## config.mk

```make
export PLATFORM = sky130hd
export DESIGN_NAME = ir_pulse_frame_transmitter
export DESIGN_NICKNAME = d
export VERILOG_FILES = /design/src/design/irpft_pkg.sv /design/src/design/ir_pulse_frame_transmitter.sv
export SDC_FILE = /design/constraint.sdc
export NUM_CORES = 1
export LEC_CHECK = 0
export BUFFER_PORTS_ARGS = -buffer_cell sky130_fd_sc_hd__buf_2
export CAP_MARGIN = 10
export CORE_MARGIN = 2
export CORE_UTILIZATION = 30
export DETAILED_ROUTE_END_ITERATION = 8
export HOLD_SLACK_MARGIN = 0.15
export SLEW_MARGIN = 30
export SYNTH_ARGS = -nofsm -noshare
export SYNTH_HDL_FRONTEND = slang
export SYNTH_SLANG_ARGS = --single-unit
export TNS_END_PERCENT = 20
```

## constraint.sdc

```tcl
create_clock -name clk -period 4.55 [get_ports clk]
set_input_delay 0.2275 -clock clk [delete_from_list [all_inputs] [get_ports clk]]
set_output_delay 0.2275 -clock clk [all_outputs]
set_load 0.02 [all_outputs]
```

## src/design/irpft_pkg.sv

```systemverilog
// Package for the IR pulse frame transmitter: word types, frame constants,
// mode codes and parameter defaults. Depends on nothing.
package irpft_pkg;

  localparam int MSG_W           = 20;
  localparam int DATA_BITS       = 21;
  localparam int POS_W           = 5;
  localparam int QUEUE_DEPTH_DEF = 8;
  localparam int START_SLOTS_DEF = 3;

  localparam logic MODE_ENQ  = 1'b0;
  localparam logic MODE_TICK = 1'b1;

  typedef struct packed {
    logic       mode;
    logic [7:0] sender_id;
    logic [7:0] payload;
    logic [1:0] hop_count;
    logic       original_sender_flag;
    logic       base_flag;
  } in_word_t;

  typedef struct packed {
    logic       led_level;
    logic       sending;
    logic       dropped;
    logic [3:0] queue_level;
  } out_word_t;

endpackage

```

## src/design/ir_pulse_frame_transmitter.sv

```systemverilog
// IR pulse frame transmitter top level: message queue in a synchronous
// memory, pulse slot sequencer and a two-word output skid buffer.
// Depends on irpft_pkg.
//
//   channel  direction  handshake             word type
//   in_      input      in_valid / in_stall   irpft_pkg::in_word_t
//   out_     output     out_valid / out_stall irpft_pkg::out_word_t
//
// Every accepted word, enqueue or tick, yields one result word; one word is
// taken each cycle unless in_stall is high, so the block runs at one word
// per clock while out_stall is low. Results are registered in the output
// buffer. Reset (rst_n low, synchronous) empties queue and output buffer and
// stops any frame; the queue memory itself is not cleared. While the result
// side stalls, up to two result words are held; in_stall rises only when both are occupied.
module ir_pulse_frame_transmitter #(
  parameter int QUEUE_DEPTH = irpft_pkg::QUEUE_DEPTH_DEF,
  parameter int START_SLOTS = irpft_pkg::START_SLOTS_DEF
) (
  input  logic                 clk,
  input  logic                 rst_n,
  input  logic                 in_valid,
  output logic                 in_stall,
  input  irpft_pkg::in_word_t  in_word,
  output logic                 out_valid,
  input  logic                 out_stall,
  output irpft_pkg::out_word_t out_word
);
  import irpft_pkg::*;

  localparam int PTR_W   = $clog2(QUEUE_DEPTH);
  localparam int CNT_W   = $clog2(QUEUE_DEPTH + 1);
  localparam int PH_W    = ($clog2(START_SLOTS + 1) > 2) ? $clog2(START_SLOTS + 1) : 2;
  localparam logic [PTR_W-1:0] PTR_LAST   = PTR_W'(QUEUE_DEPTH - 1);
  localparam logic [CNT_W-1:0] CNT_FULL   = CNT_W'(QUEUE_DEPTH);
  localparam logic [PH_W-1:0]  PH_START   = PH_W'(START_SLOTS);
  localparam logic [POS_W-1:0] POS_LAST   = POS_W'(DATA_BITS);

  // Message queue memory: one write port for enqueues, one registered read
  // port used when a frame is loaded.
  logic [MSG_W-1:0] msg_mem [QUEUE_DEPTH];
  logic [MSG_W-1:0] rd_data_r;
  logic             load_pend_r;

  logic [PTR_W-1:0]     head_r, head_nxt;
  logic [PTR_W-1:0]     tail_r, tail_nxt;
  logic [CNT_W-1:0]     cnt_r, cnt_nxt;
  logic [DATA_BITS-1:0] frame_bits_r;
  logic [POS_W-1:0]     pos_r, pos_nxt;
  logic [PH_W-1:0]      ph_r, ph_nxt;
  logic                 busy_r, busy_nxt;
  logic                 led_r, led_nxt;

  logic                 acc;
  logic                 wr_en;
  logic                 load;
  logic                 dropped;
  logic [POS_W-1:0]     bit_idx;
  logic                 cur_bit;
  logic                 bit_last;
  logic [MSG_W-1:0]     wr_msg;
  logic [CNT_W+3:0]     cnt_ext;
  out_word_t            res;

  // Output skid buffer: the main register drives the port, the skid
  // register catches a result while the port is stalled.
  out_word_t main_r, skid_r;
  logic      main_vld_r, skid_vld_r;

  assign in_stall  = skid_vld_r;
  assign acc       = in_valid & ~skid_vld_r;
  assign out_valid = main_vld_r;
  assign out_word  = main_r;

  assign wr_msg  = {in_word.base_flag, in_word.original_sender_flag, in_word.hop_count,
                    in_word.payload, in_word.sender_id};
  assign bit_idx = pos_r - POS_W'(1);
  // After a load the frame bits pass through rd_data_r, then frame_bits_r.
  // With START_SLOTS >= 1 the preamble lets both settle before the first data slot.
  assign cur_bit = frame_bits_r[bit_idx];

  always_comb begin
    head_nxt = head_r;
    tail_nxt = tail_r;
    cnt_nxt  = cnt_r;
    pos_nxt  = pos_r;
    ph_nxt   = ph_r;
    busy_nxt = busy_r;
    led_nxt  = led_r;
    wr_en    = 1'b0;
    load     = 1'b0;
    dropped  = 1'b0;
    bit_last = 1'b0;

    if (acc) begin
      if (in_word.mode == MODE_ENQ) begin
        if (cnt_r == CNT_FULL) begin
          dropped = 1'b1;
        end else begin
          wr_en    = 1'b1;
          tail_nxt = (tail_r == PTR_LAST) ? '0 : tail_r + PTR_W'(1);
          cnt_nxt  = cnt_r + CNT_W'(1);
        end
      end else begin
        if (!busy_r && cnt_r != '0) begin
          load     = 1'b1;
          head_nxt = (head_r == PTR_LAST) ? '0 : head_r + PTR_W'(1);
          cnt_nxt  = cnt_r - CNT_W'(1);
          pos_nxt  = '0;
          ph_nxt   = '0;
          busy_nxt = 1'b1;
        end
        if (busy_nxt) begin
          if (pos_nxt == '0) begin
            // Preamble: start slots high, then one low slot.
            if (ph_nxt < PH_START) begin
              led_nxt = 1'b1;
              ph_nxt  = ph_nxt + PH_W'(1);
            end else begin
              led_nxt = 1'b0;
              ph_nxt  = '0;
              pos_nxt = POS_W'(1);
            end
          end else if (pos_nxt <= POS_LAST) begin
            // A one is high,high,low and a zero is high,low.
            bit_last = cur_bit ? (ph_nxt >= PH_W'(2)) : (ph_nxt >= PH_W'(1));
            led_nxt  = (ph_nxt == '0) || (cur_bit && ph_nxt == PH_W'(1));
            if (bit_last) begin
              ph_nxt  = '0;
              pos_nxt = pos_nxt + POS_W'(1);
            end else begin
              ph_nxt  = ph_nxt + PH_W'(1);
            end
          end else begin
            // End marker ends the frame.
            busy_nxt = 1'b0;
            led_nxt  = 1'b0;
            pos_nxt  = '0;
            ph_nxt   = '0;
          end
        end
      end
    end

    cnt_ext         = {4'b0, cnt_nxt};
    res.led_level   = led_nxt;
    res.sending     = busy_nxt;
    res.dropped     = dropped;
    res.queue_level = cnt_ext[3:0];
  end

  always_ff @(posedge clk) begin
    if (wr_en) begin
      msg_mem[tail_r] <= wr_msg;
    end
    if (load) begin
      rd_data_r <= msg_mem[head_r];
    end
    if (load_pend_r) begin
      frame_bits_r <= {^rd_data_r, rd_data_r};
    end
  end

  always_ff @(posedge clk) begin
    if (!rst_n) begin
      head_r      <= '0;
      tail_r      <= '0;
      cnt_r       <= '0;
      pos_r       <= '0;
      ph_r        <= '0;
      busy_r      <= 1'b0;
      led_r       <= 1'b0;
      load_pend_r <= 1'b0;
    end else begin
      head_r      <= head_nxt;
      tail_r      <= tail_nxt;
      cnt_r       <= cnt_nxt;
      pos_r       <= pos_nxt;
      ph_r        <= ph_nxt;
      busy_r      <= busy_nxt;
      led_r       <= led_nxt;
      load_pend_r <= load;
    end
  end

  // Skid buffer control.
  always_ff @(posedge clk) begin
    if (!rst_n) begin
      main_vld_r <= 1'b0;
      skid_vld_r <= 1'b0;
    end else begin
      if (main_vld_r && out_stall) begin
        if (acc) begin
          skid_vld_r <= 1'b1;
        end
      end else if (skid_vld_r) begin
        main_vld_r <= 1'b1;
        skid_vld_r <= 1'b0;
      end else begin
        main_vld_r <= acc;
      end
    end
  end

  always_ff @(posedge clk) begin
    if (main_vld_r && out_stall) begin
      if (acc) begin
        skid_r <= res;
      end
    end else if (skid_vld_r) begin
      main_r <= skid_r;
    end else if (acc) begin
      main_r <= res;
    end
  end

endmodule
```

# [Yosys cells after proc, flatten, opt, wreduce, memory -nomap -nowiden]
# Memory sizes are Yosys's and may differ from the RTL's. A register that Yosys moved wholly into a read port is not among the register bits.
# Index checks and enable logic that the tools add are counted.
[word_totals] ramBits=160 ff_bits=57 memories=1 word_cells=109
[mem_list] memory="msg_mem" words=8 word_bits=20 read_ports=1 rd_clocked_by_memory_dff=1 write_ports=1 line_no="ir_pulse_frame_transmitter.sv:40" source="logic [MSG_W-1:0] msg_mem [QUEUE_DEPTH];"
[op_classes] eq_ne=4 muxes=52 magnitude_cmp=5 n_bitwise=5 reduce_logical=16 addsub=7
[op_table] cell="5-bit two-way mux" n=8
[op_table] cell="1-bit two-way mux" n=27
[op_table] cell="20-bit parity" n=1
[op_table] cell="2-bit two-way mux" n=8
[op_table] cell="4-bit two-way mux" n=4
[op_table] cell="7-bit two-way mux" n=2
[op_table] cell="2-bit AND reduction" n=4
[op_table] cell="3-bit by 1-bit adder with 3-bit output (second input constant)" n=2
[op_table] cell="3-bit equality test (second input constant)" n=2
[op_table] cell="5-bit by 6-bit < comparator with 1-bit output (second input constant)" n=1
[op_table] cell="3-bit two-way mux" n=2
[op_table] cell="3-bit AND reduction" n=2
[op_table] cell="5-bit by 1-bit adder with 5-bit output (second input constant)" n=1
[op_table] cell="1-bit binary-select mux with 5-bit select" n=1
[op_table] cell="5-bit less-or-equal comparator (second input constant)" n=1
[op_table] cell="5-bit zero test" n=1
[op_table] cell="5-bit by 1-bit subtractor with 5-bit output (second input constant)" n=1
[op_table] cell="4-bit by 1-bit adder with 4-bit output (second input constant)" n=1
[op_table] cell="4-bit equality test (second input constant)" n=1
[op_table] cell="1-bit inverter" n=4
[op_table] cell="4-bit nonzero test" n=1
[op_table] cell="4-bit by 1-bit subtractor with 4-bit output (second input constant)" n=1
[op_table] cell="1-bit logical AND" n=3
[op_table] cell="2-bit by 1-bit adder with 2-bit output (second input constant)" n=1
[op_table] cell="other kinds (9)" n=9

# [Longest topological paths before layout]
# Gate-level depths: netlist of the first run.
[depth] word_depth=15 mapped_depth=14 depth_no_buf=13

# [Least setup slack after synthesis of the first run]
# OpenSTA, ideal clock, no wires.
[synth_path] kind="reg2reg" from="register skid_vld_r (netlist: in_stall)" to="memory msg_mem[0][0], enable pin" t_required_ps=4102 stages_incl_launch_ff=6 slack_ps=1066 setup_time_ps=448 arrival_ps=3036 period_less_slack_ps=3484 cell_sequence="dfxtp_1 -> clkbuf_1 -> nand2b_1 -> nor2_1 -> nand2_1 -> nor4_1"
[synth_between] elab_chain_len=5
[synth_lines] item="start, declared" line_no="ir_pulse_frame_transmitter.sv:67" source="logic main_vld_r, skid_vld_r;"
[synth_lines] item="start signal, assigned" line_no="ir_pulse_frame_transmitter.sv:189" source="skid_vld_r <= 1'b0;"
[synth_lines] item="start signal, assigned" line_no="ir_pulse_frame_transmitter.sv:193" source="skid_vld_r <= 1'b1;"
[synth_lines] item="start signal, assigned" line_no="ir_pulse_frame_transmitter.sv:197" source="skid_vld_r <= 1'b0;"
[synth_lines] item="1-bit inverter" line_no="ir_pulse_frame_transmitter.sv:70" source="assign acc = in_valid & ~skid_vld_r;"
[synth_lines] item="1-bit AND" line_no="ir_pulse_frame_transmitter.sv:70"
[synth_lines] item="1-bit two-way mux" line_no="ir_pulse_frame_transmitter.sv:94" source="if (acc) begin"
[synth_lines] item="1-bit two-way mux" line_no="ir_pulse_frame_transmitter.sv:152" source="if (wr_en) begin"
[synth_lines] item="1-bit two-way mux (implied by the code)" line_no="ir_pulse_frame_transmitter.sv:153" source="msg_mem[tail_r] <= wr_msg;"
[synth_lines] item="end, declared" line_no="ir_pulse_frame_transmitter.sv:40"
# No other way between the ends.

# [Worst setup path in the final report of the first run]
[layout_path] from="register pos_r[0]" to="register pos_r[3]"
[layout_between] elab_chain_len=8
[layout_lines] item="start, declared" line_no="ir_pulse_frame_transmitter.sv:48" source="logic [POS_W-1:0] pos_r, pos_nxt;"
[layout_lines] item="start signal, assigned" line_no="ir_pulse_frame_transmitter.sv:177" source="pos_r <= pos_nxt;"
[layout_lines] item="5-bit by 1-bit subtractor with 5-bit output or 5-bit two-way mux (tied branches)" line_no="ir_pulse_frame_transmitter.sv:76, ir_pulse_frame_transmitter.sv:104"
[layout_lines] item="1-bit binary-select mux with 5-bit select or 5-bit two-way mux (tied branches)" line_no="ir_pulse_frame_transmitter.sv:79, ir_pulse_frame_transmitter.sv:95"
[layout_lines] item="1-bit two-way mux (implied by the code) or 5-bit two-way mux (tied branches)" line_no="ir_pulse_frame_transmitter.sv:79, ir_pulse_frame_transmitter.sv:94"
[layout_lines] item="1-bit two-way mux or 5-bit by 1-bit adder with 5-bit output (tied branches)" line_no="ir_pulse_frame_transmitter.sv:125, ir_pulse_frame_transmitter.sv:129"
[layout_lines] item="5-bit two-way mux" line_no="ir_pulse_frame_transmitter.sv:127" source="if (bit_last) begin"
[layout_lines] item="5-bit two-way mux" line_no="ir_pulse_frame_transmitter.sv:123" source="end else if (pos_nxt <= POS_LAST) begin"
[layout_lines] item="5-bit two-way mux *" line_no="ir_pulse_frame_transmitter.sv:113" source="if (pos_nxt == '0) begin"
[layout_lines] item="5-bit two-way mux *" line_no="ir_pulse_frame_transmitter.sv:112" source="if (busy_nxt) begin"
# Every way passes the cells marked *; elsewhere a longest branch is shown, timed or not. The select of a mux whose other input is x is not followed.
# A chain may end at the register's enable or synchronous reset.

==> impl_metrics.tcl, run 1 <==
set metrics [dict create \
    fp-row-count 65 \
    period_needed_ps 3400 \
    ir_worst_vdd_uv 257 \
    synthArstFlopShare_pct 0 \
    seqPwrFrac_pct 52.4 \
    startpoint_type "register" \
    antenna_found_initial 0 \
    synth_edf_count 215 \
    required_ps 5000 \
    cts_sinks 237 \
    switching_share_pct 22.2 \
    clk_path_buf_depth 3 \
    io_buffers 33 \
    dp.cells 954 \
    core_area_um2 31600 \
    drive_gt1_share_pct 26.7 \
    avgSynthCellArea_um2 18.1 \
    p_per_area_nw_per_um2 422 \
    layout_commonest_cell "edfxtp_1" \
    cp_max_fo 13 \
    clock_skew_ps 7.27 \
    rsz0062_at_grt "false" \
    wl_met1_um 7870 \
    layout_common_cells "edfxtp_1 (215), mux4_2 (40), buf_2 (33)" \
    detail-route-antenna-nets 0 \
    synthMuxAreaShare_pct 14.6 \
    io_pins 34 \
    clk_pin_slew_ps 60 \
    p_switching_uw 1060 \
    outcome "completed" \
    p_leak_uw 0.00368 \
    ys_seq_area_share_pct 71.6 \
    synth_top_family_by_area "multiplexers" \
    synth-xor-area-share_pct 2.09 \
    clock_latency_ps 530 \
    vias 4924 \
    synth_area_leaders "edfxtp_1 (67%), mux4_2 (9.4%), dfxtp_1 (4.6%)" \
    grt_pass1_wl_um 29500 \
    cts_tree "done" \
    cts_max_level 1 \
    cts-root-buf "clkbuf_16" \
    die_w_um 183 \
    dp.final_hpwl_um 10800 \
    first_pass_iters 4 \
    synth_area_um2 9630 \
    cts_hold_buf 25 \
    route.met2.wl_um 9260 \
    first_global_vias 5322 \
    max_freq_ghz 0.294 \
    post-cts-setup-buffers 0 \
    fin_setup_tns_ps 0 \
    maxCapViolCount 0 \
    drt-initial-drc-count 347 \
    grt_util_all_layers_pct 11.3 \
    cts_resized 0 \
    min_period_over_period_pct 74.7 \
    cts_made_buffers 25 \
    yosys.area_share.simple_pct 4.94 \
    route.detailed.drc 0 \
    synth.distinct_cells 50 \
    start_util_pct 30.5 \
    n_antenna_cell 0 \
    synthFlopType "edfxtp_1" \
    p_comb_share_pct 8.3 \
    synth_fa_ha_area_share_pct 1.82 \
    p_int_uw 3720 \
    syn_nets 571 \
    top_layer "met4" \
    synth-seq-cells 237 \
    synth_top_area_share_pct 67.1 \
    maxSlewViolCount 0 \
    die_y_um 183 \
    wl_per_cell_um 18.1 \
    grt_max_degree 43 \
    fin_cells 1021 \
    synth_cells 532 \
    worst-setup-path-type "register to register" \
    routabilityCongestion 0.837 \
    finalHoldViolCount 0 \
    nNetsFinal 644 \
    relSlewSlack_pct 40.3 \
    worst_pin_slew_ps 893 \
    syn2layout_area_growth_pct 17.7 \
    die-area_um2 33500 \
    dr_wl_met3_um 767 \
    yosys_warnings 0 \
    yosys.area.top_type "edfxtp_1" \
    via_per_inst 4.82 \
    worstSetupEndpointType "register" \
    hold_path.class "register to register" \
    pwr-share-clk_pct 39.3 \
    synth_compound_area_share_pct 3.37 \
    finalSetupViolCount 0 \
    worst-endpoint-arrival_ps 3850 \
    wirelength_um 18500 \
    grt_overflow 0 \
]
[cell usage after synthesis, drive strengths merged (2+ instances only)]
cell type / instances
mux4: 45
clkbuf: 14
o21ai: 11
o211a: 2
nor2: 21
nand4b: 2
nor3: 11
nand4: 2
and2: 5
nand3b: 5
a31oi: 7
nand3: 6
nor4: 2
and3: 3
dfxtp: 22
nand2: 24
edfxtp: 215
xor2: 2
xnor2: 21
nand2b: 5
a21oi: 16
nor2b: 3
inv: 13
o31ai: 2
ha: 14
a211oi: 4
mux2i: 5
mux2: 28
buf: 9
[worst max-delay path, cell delays in order (launching register included)]
cell and delay [ps]:
dfxtp_1 640, inv_1 150, ha_1 300, xnor2_1 350, mux2_2 400, a211oi_2 390, mux2i_2 510, or4b_1 480
o211ai_1 90
[routing by layer]
metal	vias to the layer above	GRT usage [%]
met1	2518	14.4
met5	-	0
li1	2247	-
met2	122	19.5
met3	37	2.10
met4	0	3.62
[path summary, 6_finish.rpt]
path | start | to | slack [ps] | cells after the start
hold reg to reg | rd_data_r[2]$_DFFE_PP_ | frame_bits_r[2]$_DFFE_PP_ | 470 | 0
setup / recovery | pos_r[0]$_SDFFE_PN0P_ | pos_r[3]$_SDFFE_PN0P_ | 1150 | 8
setup reg to reg | pos_r[0]$_SDFFE_PN0P_ | pos_r[3]$_SDFFE_PN0P_ | 1150 | 8
hold / removal | rd_data_r[2]$_DFFE_PP_ | frame_bits_r[2]$_DFFE_PP_ | 470 | 0
[power groups by stage]
stage               Clock (uW)  Combinational (uW)  Sequential [uW]
floorplan                    0                 276             2540
global placement             0                 357             2550
detailed placement           0                 368             2560
CTS                       1930                 388             2510
global route              2020                 442             2510
finish                    1880                 396             2500
[cell type report]
type,count,area [um2]
Fill cell,2929,20200
Clock buffer,30,644
Timing Repair Buffer,69,510
Clock inverter,11,105
Multi-Input combinational cell,259,2620
Inverter,13,48.8
Sequential cell,237,6900
Tap cell,402,503
[registers in the layout, summed over array words and instances, names as in the netlist, 2 cells and up]
signal        flops
skid_r            7
rd_data_r        20
cnt_r             4
pos_r             5
msg_mem         160
out_word          7
frame_bits_r     21
head_r            3
ph_r              2
tail_r            3
[stage by stage]
stage	power, uW	util (%)	setup WS, ps	area (um2)	hold slack [ps]
3_3_place_gp	2910	32.7	1350	10300	459
5_1_grt	4970	35.9	905	11300	480
2_1_floorplan	2820	-	1070	9630	326
6_report	4780	35.9	1150	11300	473
3_5_place_dp	2930	32.7	1200	10300	461
4_1_cts	4830	35.8	1170	11300	476
[logic make-up (layout without fill, tap and decap cells)]
| logic type | Yosys count | in the layout |
|---|---|---|
| AOI/OAI and AO/OA | 50 | 50 |
| muxes | 78 | 78 |
| xor gates and xnor gates | 23 | 23 |
| buffers and inverters | 36 | 123 |
| adders and majority gates | 14 | 14 |
| DFF | 237 | 237 |
| and+or+nand+nor | 94 | 94 |
Note: power is estimated with default switching activity, not from simulation.
==> run 2, diff against run 1 <==
==> constraint.sdc (replaced) <==
create_clock -name clk -period 2.8 [get_ports clk]
set_input_delay 0.14 -clock clk [delete_from_list [all_inputs] [get_ports clk]]
set_output_delay 0.14 -clock clk [all_outputs]
set_load 0.02 [all_outputs]
==> impl_metrics.tcl, run 2 (synthesis results as in run 1) <==
set metrics [dict create \
    cts_tree "done" \
    wl_per_cell_um 18.0 \
    drt-initial-drc-count 380 \
    drive_gt1_share_pct 31.9 \
    clock_skew_ps 8.40 \
    final_core_util_pct 36.9 \
    first_global_vias 5248 \
    largest_register "msg_mem" \
    wirelength_um 19000 \
    rr_worst_depth 7 \
    required_ps 3250 \
    clk_pin_slew_ps 60 \
    fin_area_um2 11700 \
    startpoint_type "register" \
    dp.final_hpwl_um 11000 \
    p_per_area_nw_per_um2 678 \
    routabilityCongestion 0.804 \
    hold_path.class "primary input to register" \
    start_util_pct 30.5 \
    fp-row-count 65 \
    dp.cells 981 \
    cts_sinks 237 \
    min_period_over_period_pct 96.2 \
    finalSetupViolCount 0 \
    antenna_found_initial 0 \
    fin_cells 1055 \
    p_leak_uw 0.00385 \
    vias 5038 \
    route.detailed.drc 0 \
    via_per_inst 4.78 \
    worstSetupEndpointType "register" \
    first_pass_iters 5 \
    die-area_um2 33500 \
    finalHoldViolCount 0 \
    grt_overflow 0 \
    die_w_um 183 \
    cts-root-buf "clkbuf_16" \
    relSlewSlack_pct 41.4 \
    place_area_um2 10500 \
    io_pins 34 \
    worst-endpoint-arrival_ps 3140 \
    pre_cts_ws_ps 8.27 \
    nNetsFinal 673 \
    cp_slowest_stage_delay_ps 560 \
    layout_commonest_cell "edfxtp_1" \
    n_antenna_cell 0 \
    maxCapViolCount 0 \
    clock_latency_ps 530 \
    max_freq_ghz 0.371 \
    grt_util_all_layers_pct 11.3 \
    cp_cell_sequence "buf_6 > mux4_1 > mux2_2 > a211oi_4 > mux2i_4 > or4b_1 > o211ai_1" \
    syn2layout_area_growth_pct 21.1 \
    slowest_stage "mux4_1" \
    detail-route-antenna-nets 0 \
    worst-setup-path-type "register to register" \
    die_y_um 183 \
    period_needed_ps 2690 \
    worst_pin_slew_ps 877 \
    clk_path_buf_depth 3 \
    setup_slack_ps 107 \
    layout_common_cells "edfxtp_1 (215), mux4_2 (40), buf_4 (37)" \
    maxSlewViolCount 0 \
    io_buffers 33 \
    top_regs "msg_mem: 160 flops, frame_bits_r: 21 flops, rd_data_r: 20 flops" \
    cts_made_buffers 25 \
    ir_worst_vdd_uv 593 \
    cp_max_fo 12 \
    grt_max_degree 44 \
    core_area_um2 31600 \
    min_path_cells 2 \
    cts_max_level 1 \
    fin_setup_tns_ps 0 \
    outcome "completed" \
    rsz0062_at_grt "false" \
    grt_pass1_wl_um 29400 \
    largest_reg_flops 160 \
]
-- run 2: cell types whose count changed in the layout (fill, tap and decap cells not counted), sizes merged --
cell,before,now
clkinv,7,13
buf,44,73
bufinv,1,0
-- run 2: report_power, final --
part | internal [uW] | switching (uW)
clock | 1760 | 1350
combinational | 369 | 372
sequential | 4000 | 56.7
-- run 2: area by class of cell --
class / count / area [um2]
fillers: 2890 / 19900
flip-flops and latches: 237 / 6900
multi-input cells: 259 / 2670
repair buffers: 98 / 744
clock buffers: 30 / 684
well taps: 402 / 503
clock inverters: 16 / 103
inverters: 13 / 48.8
-- run 2: through the flow --
step	hold slack [ps]	power (uW)
after detailed placement	415	4830
after global routing	413	8210
final	404	7900
after CTS	387	7990
after global placement	393	4810
after floorplan	239	4580
-- run 2: worst max-delay path: cells and delay by family, from the launching register on --
kind                   cells  cell delay, ps
AOI/OAI and AO/OA          2             420
muxes                      3            1220
DFF                        1             350
and+or+nand+nor            1             460
buffers and inverters      1             170
-- run 2: per-layer routing --
metal	GRT usage (%)	part of all wire, %	routed length, um	up-vias
li1	-	-	-	2313
met1	14.4	43	8190	2567
met2	19.5	49	9340	117
met3	2.14	4.5	846	41
met4	3.84	3.2	611	0
met5	0	0	0	-
-- run 2: repair_timing --
item                       in CTS  in global routing
hold endpoints to repair      188                  0
setup buffers                   0                  3
setup endpoints to repair       1                  7
gates resized for setup         1                 16
pin swaps                       0                  6
hold buffers                   25                  0
-- run 2: final timing paths --
| kind | startpoint | end | slack, ps |
|---|---|---|---|
| max | pos_r[0]$_SDFFE_PN0P_ | pos_r[3]$_SDFFE_PN0P_ | 110 |
| min | in_word[3] | msg_mem[4][17]$_DFFE_PP_ | 400 |
| max reg2reg | pos_r[0]$_SDFFE_PN0P_ | pos_r[3]$_SDFFE_PN0P_ | 110 |
| min reg2reg | rd_data_r[0]$_DFFE_PP_ | frame_bits_r[0]$_DFFE_PP_ | 470 |
==> run 3, diff against run 2 <==
--- a/config.mk
+++ b/config.mk
@@ -8,9 +8,10 @@
 export BUFFER_PORTS_ARGS = -buffer_cell sky130_fd_sc_hd__buf_2
 export CAP_MARGIN = 10
 export CORE_MARGIN = 2
-export CORE_UTILIZATION = 30
+export CORE_UTILIZATION = 55
 export DETAILED_ROUTE_END_ITERATION = 8
 export HOLD_SLACK_MARGIN = 0.15
+export PLACE_DENSITY = 0.75
 export SLEW_MARGIN = 30
 export SYNTH_ARGS = -nofsm -noshare
 export SYNTH_HDL_FRONTEND = slang
==> impl_metrics.tcl, run 3 (synthesis results as in run 1) <==
set metrics [dict create \
    wirelength_um 17800 \
    reg2reg_to "pos_r[3]$_SDFFE_PN0P_" \
    die-area_um2 18600 \
    detail-route-antenna-nets 0 \
    relSlewSlack_pct 43.6 \
    layout_common_cells "edfxtp_1 (215), mux4_2 (40), buf_2 (33)" \
    n_antenna_cell 0 \
    cts_made_buffers 24 \
    drive_gt1_share_pct 30.2 \
    clk_path_buf_depth 3 \
    grt_max_degree 44 \
    cp_max_fo 12 \
    outcome "completed" \
    largest_reg_flops 160 \
    crit_start "pos_r[0]$_SDFFE_PN0P_" \
    fin_area_um2 11500 \
    worstSetupEndpoint "pos_r[3]$_SDFFE_PN0P_" \
    maxSlewViolCount 0 \
    startpoint_type "register" \
    rr_worst_depth 7 \
    antenna_found_initial 0 \
    first_global_vias 5222 \
    syn2layout_area_growth_pct 19.1 \
    dp.final_hpwl_um 10500 \
    io_pins 34 \
    grt_overflow 0 \
    min_period_over_period_pct 94.3 \
    p_leak_uw 0.00385 \
    worst-setup-path-type "register to register" \
    clock_skew_ps 17.5 \
    worstSetupEndpointType "register" \
    cts_max_level 1 \
    drt-initial-drc-count 343 \
    slowest_stage "mux4_1" \
    finalHoldViolCount 0 \
    period_needed_ps 2640 \
    required_ps 3220 \
    power_uw 8030 \
    cp_cell_sequence "buf_6 > mux4_1 > mux2_2 > a211oi_4 > mux2i_4 > or4b_1 > o211ai_1" \
    cts-root-buf "clkbuf_16" \
    largest_register "msg_mem" \
    max_freq_ghz 0.379 \
    clock_latency_ps 510 \
    hold_path.class "primary input to register" \
    first_pass_iters 4 \
    io_buffers 33 \
    finalSetupViolCount 0 \
    clk_pin_slew_ps 70 \
    top_regs "msg_mem: 160 flops, frame_bits_r: 21 flops, rd_data_r: 20 flops" \
    core_area_um2 17200 \
    vias 4966 \
    start_util_pct 56.0 \
    fp-row-count 48 \
    routabilityCongestion 0.789 \
    layout_commonest_cell "edfxtp_1" \
    cp_slowest_stage_delay_ps 580 \
    route.detailed.drc 0 \
    place_area_um2 10300 \
    worst-endpoint-arrival_ps 3070 \
    reg2reg_from "pos_r[0]$_SDFFE_PN0P_" \
    p_per_area_nw_per_um2 700 \
    die_w_um 136 \
    worst_pin_slew_ps 845 \
    via_per_inst 5.69 \
    cts_tree "done" \
    cts_sinks 237 \
    rsz0062_at_grt "false" \
    grt_util_all_layers_pct 20.3 \
    maxCapViolCount 0 \
    ir_worst_vdd_uv 632 \
    grt_pass1_wl_um 28400 \
    fin_setup_tns_ps 0 \
    final_core_util_pct 66.7 \
    wl_per_cell_um 20.3 \
    r2r_setup_slack_ps 160 \
    die_y_um 136 \
    nNetsFinal 669 \
]
==> run 3: timing repair <==
action,CTS,global route
buffers inserted,1,0
pin swaps,1,3
hold buffers,25,0
hold endpoints to repair,179,0
endpoints found under the setup margin,2,6
gates resized for setup,2,9
==> run 3: worst max-delay path, delay by kind of cell, from the launching register on <==
kind	cells	cell delay [ps]
multiplexers	3	1230
AND/OR/NAND/NOR	1	450
AO/OA/AOI/OAI	2	370
flip-flops	1	350
buffers and inverters	1	170
==> run 3: how the worst min path moves through the flow <==
stage / from / endpoint / slack [ps] / cells after the start
final: in_word[17] / msg_mem[2][5]$_DFFE_PP_ / 440 / 2
after global routing: in_word[4] / msg_mem[5][8]$_DFFE_PP_ / 450 / 2
after CTS: in_word[12] / msg_mem[1][0]$_DFFE_PP_ / 420 / 2
after detailed placement: in_word[1] / msg_mem[6][18]$_DFFE_PP_ / 410 / 1
after global placement: in_word[1] / msg_mem[7][18]$_DFFE_PP_ / 390 / 1
after floorplan: in_word[12] / msg_mem[0][0]$_DFFE_PP_ / 240 / 0
==> run 3: metal layers <==
metal,up-vias,wire length (um),GRT usage (%)
li1,2306,-,-
met1,2514,7720,27.5
met2,126,9030,34.8
met3,20,778,3.06
met4,0,228,5.38
met5,-,0,0
==> run 3: where the power goes <==
part / switching (uW) / internal, uW / total [uW]
clock network: 1250 / 1990 / 3240
logic: 377 / 361 / 738
registers: 54.6 / 4000 / 4050
total: 1680 / 6350 / 8030
==> run 3: per-stage QoR <==
step,worst slack (ps),std cells,hold WS (ps)
floorplan,-343,532,239
CTS,20.6,873,418
detailed placement,-18.9,803,410
global placement,26.3,803,394
finish,158,873,443
global route,6.43,873,446
==> run 3: layout make-up <==
type	instances	area [um2]
Sequential cell	237	6900
Fill cell	1172	5710
Multi-Input combinational cell	259	2670
Timing Repair Buffer	95	747
Clock buffer	34	689
Tap cell	225	282
Clock inverter	10	129
Inverter	13	48.8
